## config.mk

```make
export PLATFORM = sky130hd
export DESIGN_NAME = drum_pattern_looper_unit
export DESIGN_NICKNAME = d
export VERILOG_FILES = /design/src/hw/rtl/dpl_pkg.sv /design/src/hw/rtl/drum_pattern_looper_unit.sv /design/src/hw/rtl/dpl_ram.sv /design/src/hw/rtl/dpl_out_q.sv
export SDC_FILE = /design/constraint.sdc
export NUM_CORES = 1
export LEC_CHECK = 0
export BUFFER_PORTS_ARGS = -buffer_cell sky130_fd_sc_hd__buf_2
export CORE_UTILIZATION = 40
export CTS_CLUSTER_DIAMETER = 150
export DETAILED_ROUTE_END_ITERATION = 8
export GPL_TIMING_DRIVEN = 0
export SYNTH_ARGS = -nofsm -noshare
export SYNTH_HDL_FRONTEND = slang
export SYNTH_SLANG_ARGS = --single-unit
```

## constraint.sdc

```tcl
create_clock -name clk -period 9.8 [get_ports clk]
set_input_delay 0.49 -clock clk [delete_from_list [all_inputs] [get_ports clk]]
set_output_delay 0.49 -clock clk [all_outputs]
set_load 0.01 [all_outputs]
```

## src/hw/rtl/dpl_pkg.sv

```systemverilog
`timescale 1ns / 1ps
// ----------------------------------------------------------------------------
// dpl_pkg
// Shared types and constants of the drum pattern looper.
// ----------------------------------------------------------------------------
package dpl_pkg;

  localparam int GAP_W  = 16;
  localparam int MASK_W = 3;
  localparam int TICK_W = 32;
  localparam int MODE_W = 2;

  // mask stored in the closing entry of a pattern
  localparam logic [MASK_W-1:0] SILENT_MASK = 3'b000;

  // mode codes as seen on the result
  localparam logic [MODE_W-1:0] MODE_CODE_OFF    = 2'd0;
  localparam logic [MODE_W-1:0] MODE_CODE_PLAY   = 2'd1;
  localparam logic [MODE_W-1:0] MODE_CODE_RECORD = 2'd2;

  // command codes of an input item
  typedef enum logic [1:0] {
    FUNC_TICK   = 2'd0,
    FUNC_TOGGLE = 2'd1,
    FUNC_RECORD = 2'd2,
    FUNC_STOP   = 2'd3
  } func_t;

  // looper mode, one-hot
  typedef enum logic [2:0] {
    MODE_OFF    = 3'b001,
    MODE_PLAY   = 3'b010,
    MODE_RECORD = 3'b100
  } mode_t;

  // one pattern entry: gap before the hit, and the hit mask
  typedef struct packed {
    logic [GAP_W-1:0]  gap;
    logic [MASK_W-1:0] mask;
  } entry_t;

  // one result item
  typedef struct packed {
    logic [MODE_W-1:0] mode;
    logic [MASK_W-1:0] trigger_mask;
  } result_t;

  function automatic logic [MODE_W-1:0] mode_code(input mode_t m);
    logic [MODE_W-1:0] code;
    unique case (m)
      MODE_PLAY:   code = MODE_CODE_PLAY;
      MODE_RECORD: code = MODE_CODE_RECORD;
      default:     code = MODE_CODE_OFF;
    endcase
    return code;
  endfunction

endpackage

```

## src/hw/rtl/drum_pattern_looper_unit.sv

```systemverilog
`timescale 1ns / 1ps
// ----------------------------------------------------------------------------
// drum_pattern_looper_unit
// Records a drum pattern as (gap, hit mask) entries and replays it in a loop.
// ----------------------------------------------------------------------------
// The looper takes one item per clock and returns one result per item,
// registered through a two-entry output queue; s_tready is low in reset and
// otherwise drops only while that queue holds two results not yet taken.
// Pattern entries live
// in a LOOP_DEPTH-entry RAM with a registered read port: the entry for the
// next slot is fetched in the cycle that the current item updates the slot
// pointer, so it is ready when the following item arrives, and a write to the
// same entry in that cycle is forwarded. The closing (silent) entry of a
// pattern is kept in registers rather than in the RAM. The store needs no
// clearing pass after reset; entries not yet recorded read as undefined.
module drum_pattern_looper_unit #(
  parameter int LOOP_DEPTH = 32
) (
  input  logic       clk,
  input  logic       rst,
  input  logic       s_tvalid,
  output logic       s_tready,
  input  logic [7:0] s_tdata,   // [1:0] func, [4:2] hits, [7:5] zero
  output logic       m_tvalid,
  input  logic       m_tready,
  output logic [7:0] m_tdata    // [2:0] trigger_mask, [4:3] mode, [7:5] zero
);

  localparam int IDX_W = $clog2(LOOP_DEPTH);
  localparam int LEN_W = $clog2(LOOP_DEPTH + 1);
  localparam logic [LEN_W-1:0] LEN_FULL  = LEN_W'(LOOP_DEPTH);
  localparam logic [LEN_W-1:0] LEN_CLOSE = LEN_W'(LOOP_DEPTH - 1);

  // input decode
  dpl_pkg::func_t               func;
  logic [dpl_pkg::MASK_W-1:0]   hits;
  logic                         s_fire;

  assign func   = dpl_pkg::func_t'(s_tdata[1:0]);
  assign hits   = s_tdata[4:2];
  assign s_fire = s_tvalid && s_tready;

  // looper state
  dpl_pkg::mode_t               mode, mode_next;
  logic [dpl_pkg::TICK_W-1:0]   elapsed, elapsed_next;
  logic [IDX_W-1:0]             slot, slot_next;
  logic [LEN_W-1:0]             pattern_length, pattern_length_next;
  logic [dpl_pkg::GAP_W-1:0]    tail_gap, tail_gap_next;
  logic                         tail_live, tail_live_next;

  // RAM port and forwarding
  logic                         we;
  logic [IDX_W-1:0]             waddr;
  dpl_pkg::entry_t              wr_entry;
  dpl_pkg::entry_t              ram_q;
  logic                         fwd_hit;
  dpl_pkg::entry_t              fwd_entry;
  dpl_pkg::entry_t              cur_entry;

  // per-item results
  logic [dpl_pkg::MASK_W-1:0]   fire_mask;
  logic [LEN_W-1:0]             slot_inc;
  logic                         tail_hit;
  dpl_pkg::result_t             res;
  dpl_pkg::result_t             q_data;
  logic                         q_full;

  dpl_ram #(
    .WIDTH ($bits(dpl_pkg::entry_t)),
    .DEPTH (LOOP_DEPTH)
  ) u_store (
    .clk   (clk),
    .we    (we),
    .waddr (waddr),
    .wdata (wr_entry),
    .raddr (slot_next),
    .rdata (ram_q)
  );

  // current entry: closing entry from registers, else forwarded or RAM data
  assign slot_inc = LEN_W'(slot) + LEN_W'(1);
  assign tail_hit = tail_live && (slot_inc == pattern_length);

  always_comb begin
    if (tail_hit) begin
      cur_entry.gap  = tail_gap;
      cur_entry.mask = dpl_pkg::SILENT_MASK;
    end else if (fwd_hit) begin
      cur_entry = fwd_entry;
    end else begin
      cur_entry = ram_q;
    end
  end

  // item processing
  always_comb begin
    mode_next           = mode;
    elapsed_next        = elapsed;
    slot_next           = slot;
    pattern_length_next = pattern_length;
    tail_gap_next       = tail_gap;
    tail_live_next      = tail_live;
    we                  = 1'b0;
    waddr               = slot;
    wr_entry.gap        = elapsed[dpl_pkg::GAP_W-1:0];
    wr_entry.mask       = hits;
    fire_mask           = '0;

    if (s_fire) begin
      unique case (func)
        dpl_pkg::FUNC_TICK: begin
          if (mode == dpl_pkg::MODE_PLAY && pattern_length != '0) begin
            if (elapsed >= dpl_pkg::TICK_W'(cur_entry.gap)) begin
              fire_mask    = cur_entry.mask;
              slot_next    = (slot_inc >= pattern_length) ? '0 : slot + IDX_W'(1);
              elapsed_next = '0;
            end else begin
              elapsed_next = elapsed + dpl_pkg::TICK_W'(1);
            end
          end else if (mode == dpl_pkg::MODE_RECORD) begin
            if (hits != '0 && slot_inc < LEN_FULL) begin
              we           = 1'b1;
              elapsed_next = '0;
              // a hit over the old closing slot replaces it
              if (slot_inc == pattern_length) begin
                tail_live_next = 1'b0;
              end
              if (slot_inc == LEN_CLOSE) begin
                // store full: close loop, closing gap equals this gap
                tail_gap_next       = elapsed[dpl_pkg::GAP_W-1:0];
                tail_live_next      = 1'b1;
                pattern_length_next = LEN_FULL;
                mode_next           = dpl_pkg::MODE_PLAY;
                slot_next           = '0;
              end else begin
                slot_next = slot + IDX_W'(1);
              end
            end else begin
              elapsed_next = elapsed + dpl_pkg::TICK_W'(1);
            end
          end
        end
        dpl_pkg::FUNC_TOGGLE: begin
          elapsed_next = '0;
          slot_next    = '0;
          unique case (mode)
            dpl_pkg::MODE_PLAY: begin
              mode_next = dpl_pkg::MODE_OFF;
            end
            dpl_pkg::MODE_RECORD: begin
              // finish recording with the trailing gap
              tail_gap_next       = elapsed[dpl_pkg::GAP_W-1:0];
              tail_live_next      = 1'b1;
              pattern_length_next = slot_inc;
              mode_next           = dpl_pkg::MODE_PLAY;
            end
            default: begin
              mode_next = dpl_pkg::MODE_PLAY;
            end
          endcase
        end
        dpl_pkg::FUNC_RECORD: begin
          elapsed_next = '0;
          slot_next    = '0;
          mode_next    = dpl_pkg::MODE_RECORD;
        end
        default: begin
          elapsed_next = '0;
          slot_next    = '0;
          mode_next    = dpl_pkg::MODE_OFF;
        end
      endcase
    end
  end

  // control state
  always_ff @(posedge clk) begin
    if (rst) begin
      mode           <= dpl_pkg::MODE_OFF;
      elapsed        <= '0;
      slot           <= '0;
      pattern_length <= '0;
      tail_live      <= 1'b0;
      fwd_hit        <= 1'b0;
    end else begin
      mode           <= mode_next;
      elapsed        <= elapsed_next;
      slot           <= slot_next;
      pattern_length <= pattern_length_next;
      tail_live      <= tail_live_next;
      fwd_hit        <= we && (waddr == slot_next);
    end
  end

  // payload registers
  always_ff @(posedge clk) begin
    tail_gap  <= tail_gap_next;
    fwd_entry <= wr_entry;
  end

  // result queue
  assign res.trigger_mask = fire_mask;
  assign res.mode         = dpl_pkg::mode_code(mode_next);
  assign s_tready         = !q_full && !rst;

  dpl_out_q u_out_q (
    .clk       (clk),
    .rst       (rst),
    .push      (s_fire),
    .push_data (res),
    .full      (q_full),
    .valid     (m_tvalid),
    .ready     (m_tready),
    .data      (q_data)
  );

  assign m_tdata = {3'b000, q_data.mode, q_data.trigger_mask};

  // checks
  a_fire_only_in_play: assert property (@(posedge clk) disable iff (rst)
    (s_fire && fire_mask != '0) |-> (mode == dpl_pkg::MODE_PLAY))
    else $error("trigger outside play mode");

  a_slot_in_pattern: assert property (@(posedge clk) disable iff (rst)
    (mode == dpl_pkg::MODE_PLAY && pattern_length != '0) |-> (slot_inc <= pattern_length))
    else $error("play slot beyond pattern length");

  a_record_slot_room: assert property (@(posedge clk) disable iff (rst)
    (mode == dpl_pkg::MODE_RECORD) |-> (slot_inc < LEN_FULL))
    else $error("record slot past closing slot");

  a_tail_has_pattern: assert property (@(posedge clk) disable iff (rst)
    tail_live |-> (pattern_length != '0))
    else $error("closing entry without a pattern");

  a_stall_only_when_pending: assert property (@(posedge clk) disable iff (rst)
    !s_tready |-> m_tvalid)
    else $error("input stalled with no result pending");

endmodule

```

## src/hw/rtl/dpl_ram.sv

```systemverilog
`timescale 1ns / 1ps
// ----------------------------------------------------------------------------
// dpl_ram
// Generic single-port-write, single-port-read RAM with registered read data.
// ----------------------------------------------------------------------------
module dpl_ram #(
  parameter int WIDTH = 19,
  parameter int DEPTH = 32
) (
  input  logic                     clk,
  input  logic                     we,
  input  logic [$clog2(DEPTH)-1:0] waddr,
  input  logic [WIDTH-1:0]         wdata,
  input  logic [$clog2(DEPTH)-1:0] raddr,
  output logic [WIDTH-1:0]         rdata
);

  logic [WIDTH-1:0] mem [DEPTH];

  // write port and registered read port
  always_ff @(posedge clk) begin
    if (we) begin
      mem[waddr] <= wdata;
    end
    rdata <= mem[raddr];
  end

endmodule

```

## src/hw/rtl/dpl_out_q.sv

```systemverilog
`timescale 1ns / 1ps
// ----------------------------------------------------------------------------
// dpl_out_q
// Two-entry result queue that decouples the output side from the input side.
// ----------------------------------------------------------------------------
module dpl_out_q (
  input  logic             clk,
  input  logic             rst,
  input  logic             push,
  input  dpl_pkg::result_t push_data,
  output logic             full,
  output logic             valid,
  input  logic             ready,
  output dpl_pkg::result_t data
);

  dpl_pkg::result_t entries [2];
  logic             wr_ptr;
  logic             rd_ptr;
  logic [1:0]       count;
  logic             pop;

  assign pop   = valid && ready;
  assign full  = (count == 2'd2);
  assign valid = (count != 2'd0);
  assign data  = entries[rd_ptr];

  // storage
  always_ff @(posedge clk) begin
    if (push) begin
      entries[wr_ptr] <= push_data;
    end
  end

  // pointers and fill count
  always_ff @(posedge clk) begin
    if (rst) begin
      wr_ptr <= 1'b0;
      rd_ptr <= 1'b0;
      count  <= 2'd0;
    end else begin
      if (push) begin
        wr_ptr <= ~wr_ptr;
      end
      if (pop) begin
        rd_ptr <= ~rd_ptr;
      end
      if (push && !pop) begin
        count <= count + 2'd1;
      end else if (pop && !push) begin
        count <= count - 2'd1;
      end
    end
  end

endmodule
```

==> results of run 1 <==
## stage by stage
step                      util, %  hold WS [ns]
after global placement       42.4         0.443
final                        46.9         0.229
after CTS                    46.9         0.219
after detailed placement     43.6         0.457
after floorplan                 -         0.437
after global routing         46.9         0.258
## power by group
group | internal [W] | switching [W]
Sequential | 0.00333 | 0.0000129
Clock | 0.00165 | 0.00117
Combinational | 0.0000422 | 0.0000702
Total | 0.00503 | 0.00125
## cell type report
type                       count  area [µm²]
inverter                      23        86.3
clock inverter                36         398
multi-input combinational   1345        7700
clock buffer                 100        2000
buffer                       123         579
sequential                   725       20900
fill                        6216       38100
timing repair buffer          56         816
tap                          950        1190
## worst register-to-register path, cell delays in order, from the launching register on
cell,delay (ns)
dfxtp_1,0.56
ha_1,0.23
clkbuf_1,0.29
nand3_1,0.15
xnor2_1,0.45
ha_1,0.35
and4_1,0.22
nand4_1,0.27
clkbuf_1,0.41
nand2_1,0.12
o21ai_0,0.13
ha_1,0.30
a21oi_1,0.12
o21ai_0,0.10
a211oi_1,0.53
o2111ai_1,0.33
nand2_1,0.22
o221ai_2,0.27
a21oi_2,0.83
clkbuf_1,0.62
a32oi_1,0.23
a31oi_1,0.52
a211oi_2,0.10
## sequential cells by signal, indices dropped and copies added (netlist names), named ones only
name / cells
u_out_q.wr_ptr: 1
tail_gap: 16
fwd_hit: 1
elapsed: 32
tail_live: 1
u_out_q.rd_ptr: 1
mode: 3
u_out_q.entries: 10
u_out_q.count: 2
fwd_entry: 19
slot: 5
u_store.mem: 608
u_store.rdata: 19
pattern_length: 6
## per-layer routing
layer	global-route usage, %	vias to the layer above	routed length, µm	share of wire [%]
li1	-	8549	-	-
met1	30.1	9500	34000	41
met2	35.5	834	38500	46
met3	4.86	163	7230	8.7
met4	8.84	0	3250	3.9
met5	0	-	0	0
## how the worst min path moves through the flow
stage                endpoint       from
floorplan           tail_live  tail_live
global placement    tail_live  tail_live
detailed placement  tail_live  tail_live
CTS                   slot[4]        rst
global route          slot[4]        rst
finish                slot[4]        rst
## layout by cell type (no fill, tap or decap), types with 13 or more instances in the layout
cell	n
edfxtp_1	634
nand2_1	463
a21oi_1	193
clkbuf_16	76
dfxtp_1	75
clkbuf_1	73
mux2i_1	67
buf_2	66
nor2_1	65
nand3_1	62
a22oi_1	58
o21ai_0	47
nor2_2	34
nor3_1	30
ha_1	29
buf_8	28
inv_1	23
a31oi_1	22
nand4_1	20
o21a_1	20
o22ai_1	20
a221oi_1	20
a32oi_1	20
a22o_1	19
a211oi_2	18
xor2_1	17
dfxtp_2	16
o21ai_1	13
## cells by family (layout without fill, tap and decap cells)
| group | Yosys count | in the layout |
|---|---|---|
| AOI/OAI and AO/OA | 483 | 483 |
| DFF | 725 | 725 |
| and+or+nand+nor | 727 | 727 |
| xor gates and xnor gates | 28 | 28 |
| other | 1 | 4 |
| muxes | 74 | 74 |
| buffers and inverters | 146 | 338 |
| adders and majority gates | 29 | 29 |
==> out/metrics.yaml, run 1 <==
outcome: "finished clean"
p_leak_nw: 12.1
slowest_stage: "a21oi_2"
postRouteWirelength_um: 83000
synth-seq-cells: 725
min_period_over_period_pct: 76.2
fin_cells: 3358
final_cell_area_mm2: 0.0336
syn_inst: 2213
drv_slew: 0
fmax_mhz: 134
crit_family: "compound AO/OA/AOI/OAI gates"
cp-start-kind: "flop"
cp_num_buf_inv: 3
die_h_um: 272
crit_arrival_ns: 7.95
ios: 22
ys_types: 71
ctsResizeCount: 0
finClkSkew_ns: 0.0199
max_stage_delay_ns: 0.83
setup_ws_ns: 2.33
setup_viol: 0
syn-cell-area_mm2: 0.0291
drv_cap: 0
synth_flop_cell: "edfxtp_1"
cp_max_fo: 10
path_depth: 22
rsz0062_at_grt: "false"
cts_made_buffers: 75
cts_tree: "yes"
vias: 19000
drt.antenna.violating_nets: 0
dieWidth_um: 272
path_cells: "ha_1 > clkbuf_1 > nand3_1 > xnor2_1 > ha_1 > and4_1 > nand4_1 > clkbuf_1 > nand2_1 > o21ai_0 > ha_1 > a21oi_1 > o21ai_0 > a211oi_1 > o2111ai_1 > nand2_1 > o221ai_2 > a21oi_2 > clkbuf_1 > a32oi_1 > a31oi_1 > a211oi_2"
wl_per_cell_um: 24.7
dp.cells: 3222
async_flop_share_pct: 0
worst-r2r-setup-slack_ns: 2.33
first_pass_iters: 6
synth_xor_area_share_pct: 0.842
grt_max_degree: 41
die-area_mm2: 0.0739
drive_above_1_share_pct: 13.0
crit_start: "slot[1]"
synth_top_area_share_pct: 65.3
syn_area_per_cell_um2: 13.2
yosysMostFrequentCell: "edfxtp_1"
synth_edf_count: 634
placementRows: 98
antenna_found_initial: 2
synthAdderAreaFrac_pct: 1.25
diodes: 0
ctsHoldBuffers: 0
synthMuxAreaShare_pct: 2.61
htree_levels: 3
grt-ovfl-total: 0
crit_required_ns: 10.28
reg2reg_from: "slot[1]"
endpoint_kind: "flop"
ir_worst_vdd_v: 0.000139
synthSimpleGateAreaFrac_pct: 10.5
grt_pass1_wl_um: 122000
initial_utilization_pct: 40.6
synthToLayoutAreaGrowth_pct: 15.5
yosys-top-cells-area: "edfxtp_1 65%, dfxtp_1 6.3%, nand2_1 6.0%"
place_ws_ns: 2.53
synth_top_family_by_area: "compound AO/OA/AOI/OAI gates"
clkTransAtPathRegs_ns: 0.06
nets: 2390
endpoint: "u_store.rdata[0]"
hpwl_um: 56300
clock_latency_ns: 0.63
crit_type: "reg2reg"
power_w: 0.00628
synth_common_cells: "634 x edfxtp_1, 463 x nand2_1, 193 x a21oi_1"
worstHoldPathType: "in2reg"
finalSetupTns_ns: 0
tightest_slew_ns: 1.18
min_path_cells: 2
r2r_cells: 22
yosys.area.top_type: "edfxtp_1"
final.min_clock_period_ns: 7.47
first_iter_violations: 2346
finalHoldViolations: 0
clk_path_buf_depth: 3
slew_headroom_pct: 21.0
grt_pass1_vias: 18500
synth_compound_area_share_pct: 10.9
post_cts_buffers: 0
r2r_end: "u_store.rdata[0]"
post_dp_cell_area_mm2: 0.0312
place.gp.congestion: 0.915
cts-root-buf: "clkbuf_16"
numPortBuffers: 14
yosysWarnings: 0
coreArea_mm2: 0.0717
viasPerCell: 5.67
gr-usage-all-layers_pct: 22.4
yosysSeqAreaShare_pct: 71.6
cts.sink_count: 725
drc_errors: 0
power.density_mw_per_mm2: 187
Power figures use the tool's default switching activity.
==> run 2: changes to the inputs <==
==> constraint.sdc (replaced) <==
create_clock -name clk -period 6.8 [get_ports clk]
set_input_delay 0.34 -clock clk [delete_from_list [all_inputs] [get_ports clk]]
set_output_delay 0.34 -clock clk [all_outputs]
set_load 0.01 [all_outputs]
==> run 2 against run 1 <==
Maximum frequency rose by 15%. Die area stayed put. Critical path depth is 3 higher. Design area up 0.31%. Largest power group unchanged.
==> out/metrics.yaml, run 2 (synthesis gave the netlist of run 1 again) <==
crit_arrival_ns: 7.02  # was 7.95 ns
slew_headroom_pct: 34.5  # was 21.0%
grt_pass1_wl_um: 122000  # about the same
post_dp_cell_area_mm2: 0.0312  # unchanged
top_register: "u_store.mem"  # unchanged
fillers: 6205  # was 6216
fin_cells: 3362  # was 3358
crit_type: "reg2reg"  # unchanged
viasPerCell: 5.69  # was 5.67
drv_slew: 0  # unchanged
intPower_w: 0.00725  # was 0.00503 W
ir_worst_vdd_v: 0.000200  # was 0.000139 V
clock_latency_ns: 0.63  # about the same
coreArea_mm2: 0.0717  # unchanged
drive_above_1_share_pct: 13.9  # was 13.0%
cts.sink_count: 725  # unchanged
first_iter_violations: 2365  # was 2346
cts-root-buf: "clkbuf_16"  # unchanged
nets: 2393  # was 2390
drc_errors: 0  # unchanged
grt-ovfl-total: 0  # unchanged
crit_required_ns: 7.32  # was 10.28 ns
dieWidth_um: 272  # unchanged
placementRows: 98  # unchanged
r2r_cells: 25  # was 22
wl_per_cell_um: 24.7  # about the same
power_w: 0.00905  # was 0.00628 W
ios: 22  # unchanged
vias: 19100  # was 19000
crit_start: "slot[3]"  # was slot[1]
htree_levels: 3  # unchanged
tightest_slew_ns: 0.983  # was 1.18 ns
antenna_found_initial: 1  # was 2
hp-start: "rst"  # unchanged
outcome: "finished clean"  # unchanged
finClkSkew_ns: 0.0200  # was 0.0199 ns
worstHoldPathType: "in2reg"  # unchanged
power_frac_clock_pct: 44.9  # about the same
hold_ws_ns: 0.0869  # was 0.229 ns
ctsHoldBuffers: 0  # unchanged
cp-start-kind: "flop"  # unchanged
whs_endpoint: "slot[4]"  # unchanged
final_cell_area_mm2: 0.0338  # was 0.0336 mm²
hpwl_um: 56300  # unchanged
min_period_over_period_pct: 95.6  # was 76.2%
dp.cells: 3222  # unchanged
layout.cells.most_common: "edfxtp_1"  # unchanged
cp_max_fo: 10  # unchanged
postRouteWirelength_um: 83200  # was 83000 µm
reg2reg_from: "slot[3]"  # was slot[1]
power.density_mw_per_mm2: 268  # was 187 mW/mm²
initial_utilization_pct: 40.6  # unchanged
clk_path_buf_depth: 3  # unchanged
power_frac_seq_pct: 53.3  # about the same
mostFrequentLayoutCells: "634 x edfxtp_1, 463 x nand2_1, 191 x a21oi_1"  # was 634 x edfxtp_1, 463 x nand2_1, 193 x a21oi_1
die-area_mm2: 0.0739  # unchanged
rsz0062_at_grt: "false"  # unchanged
p_leak_nw: 12.1  # about the same
fmax_mhz: 154  # was 134 MHz
swShare_pct: 19.9  # about the same
numPortBuffers: 14  # unchanged
place.gp.congestion: 0.915  # unchanged
finalHoldViolations: 0  # unchanged
worst-r2r-setup-slack_ns: 0.30  # was 2.33 ns
grt_max_degree: 41  # unchanged
first_pass_iters: 6  # unchanged
synthToLayoutAreaGrowth_pct: 15.9  # was 15.5%
r2r_end: "u_store.rdata[5]"  # was u_store.rdata[0]
largest_register_ffs: 608  # unchanged
setup_viol: 0  # unchanged
gr-usage-all-layers_pct: 22.4  # about the same
cts_tree: "yes"  # unchanged
cts_made_buffers: 75  # unchanged
final.min_clock_period_ns: 6.50  # was 7.47 ns
grt_pass1_vias: 18500  # about the same
utilization_pct: 47.1  # was 46.9%
drt.antenna.violating_nets: 0  # unchanged
die_h_um: 272  # unchanged
p_switching_w: 0.00181  # was 0.00125 W
clkTransAtPathRegs_ns: 0.06  # about the same
endpoint_kind: "flop"  # unchanged
comb_power_share_pct: 1.8  # about the same
top_regs: "u_store.mem: 608 flops, elapsed: 32 flops"  # unchanged
min_path_cells: 2  # unchanged
drv_cap: 0  # unchanged
-- run 2: metrics by stage --
stage                     TNS (ns)  setup slack [ns]
after CTS                        0           0.00120
after detailed placement     -6.91            -0.466
after global placement       -5.97            -0.401
after global routing             0            0.0319
final                            0             0.301
after floorplan                  0              1.87
-- run 2: cell type report --
class | instances | area [µm²] | share of cell area (%)
Tap cell | 950 | 1190 | 3.52
Multi-Input combinational cell | 1345 | 7760 | 23.0
Clock buffer | 100 | 2000 | 5.93
Clock inverter | 36 | 398 | 1.18
Antenna cell | 1 | 2.50 | 0.00741
Timing Repair Buffer | 59 | 838 | 2.48
Buffer | 123 | 598 | 1.77
Inverter | 23 | 86.3 | 0.256
Sequential cell | 725 | 20900 | 61.9
-- run 2: how the worst max path moves through the flow --
stage	to	slack, ns	cells after the start
after floorplan	u_store.rdata[7]	1.87	23
after global placement	u_store.rdata[3]	-0.40	22
after detailed placement	u_store.rdata[13]	-0.47	23
after CTS	u_store.rdata[8]	0.001	23
after global routing	u_store.rdata[5]	0.03	25
final	u_store.rdata[5]	0.30	25
-- run 2: what timing repair did --
item	4_1_cts	5_1_grt
cloned	0	0
resized for setup	13	18
endpoints found under the hold margin	0	0
pin swaps	1	1
setup buffers	1	2
setup endpoints to repair	19	19
-- run 2: power groups by stage --
stage               Sequential (W)  Combinational (W)  Clock, W
floorplan                  0.00492          0.0000991         0
global placement           0.00493           0.000147         0
detailed placement         0.00492           0.000162         0
CTS                        0.00483           0.000165   0.00410
global route               0.00483           0.000178   0.00428
finish                     0.00482           0.000165   0.00406
-- run 2: critical path, cell delays in order, from the launching register on --
cell	delay, ns
dfxtp_1	0.32
buf_2	0.21
nand3_1	0.47
nor2_1	0.45
ha_1	0.32
and4_1	0.24
nand4_1	0.08
buf_4	0.16
clkbuf_2	0.24
nand2_1	0.09
o21ai_0	0.11
ha_1	0.29
a21oi_1	0.12
o21ai_0	0.13
a211oi_2	0.39
o2111ai_1	0.29
nand2_1	0.25
o221a_1	0.20
buf_2	0.32
buf_6	0.24
buf_4	0.22
buf_4	0.22
nand2_1	0.07
a22oi_1	0.31
a21oi_1	0.28
a211oi_2	0.36
-- run 2: metal layers --
layer,GRT usage (%),vias up,wire length [µm]
met2,35.5,839,38700
li1,-,8550,-
met1,30.2,9573,34500
met4,8.89,0,3200
met3,4.82,171,6840
met5,0,-,0
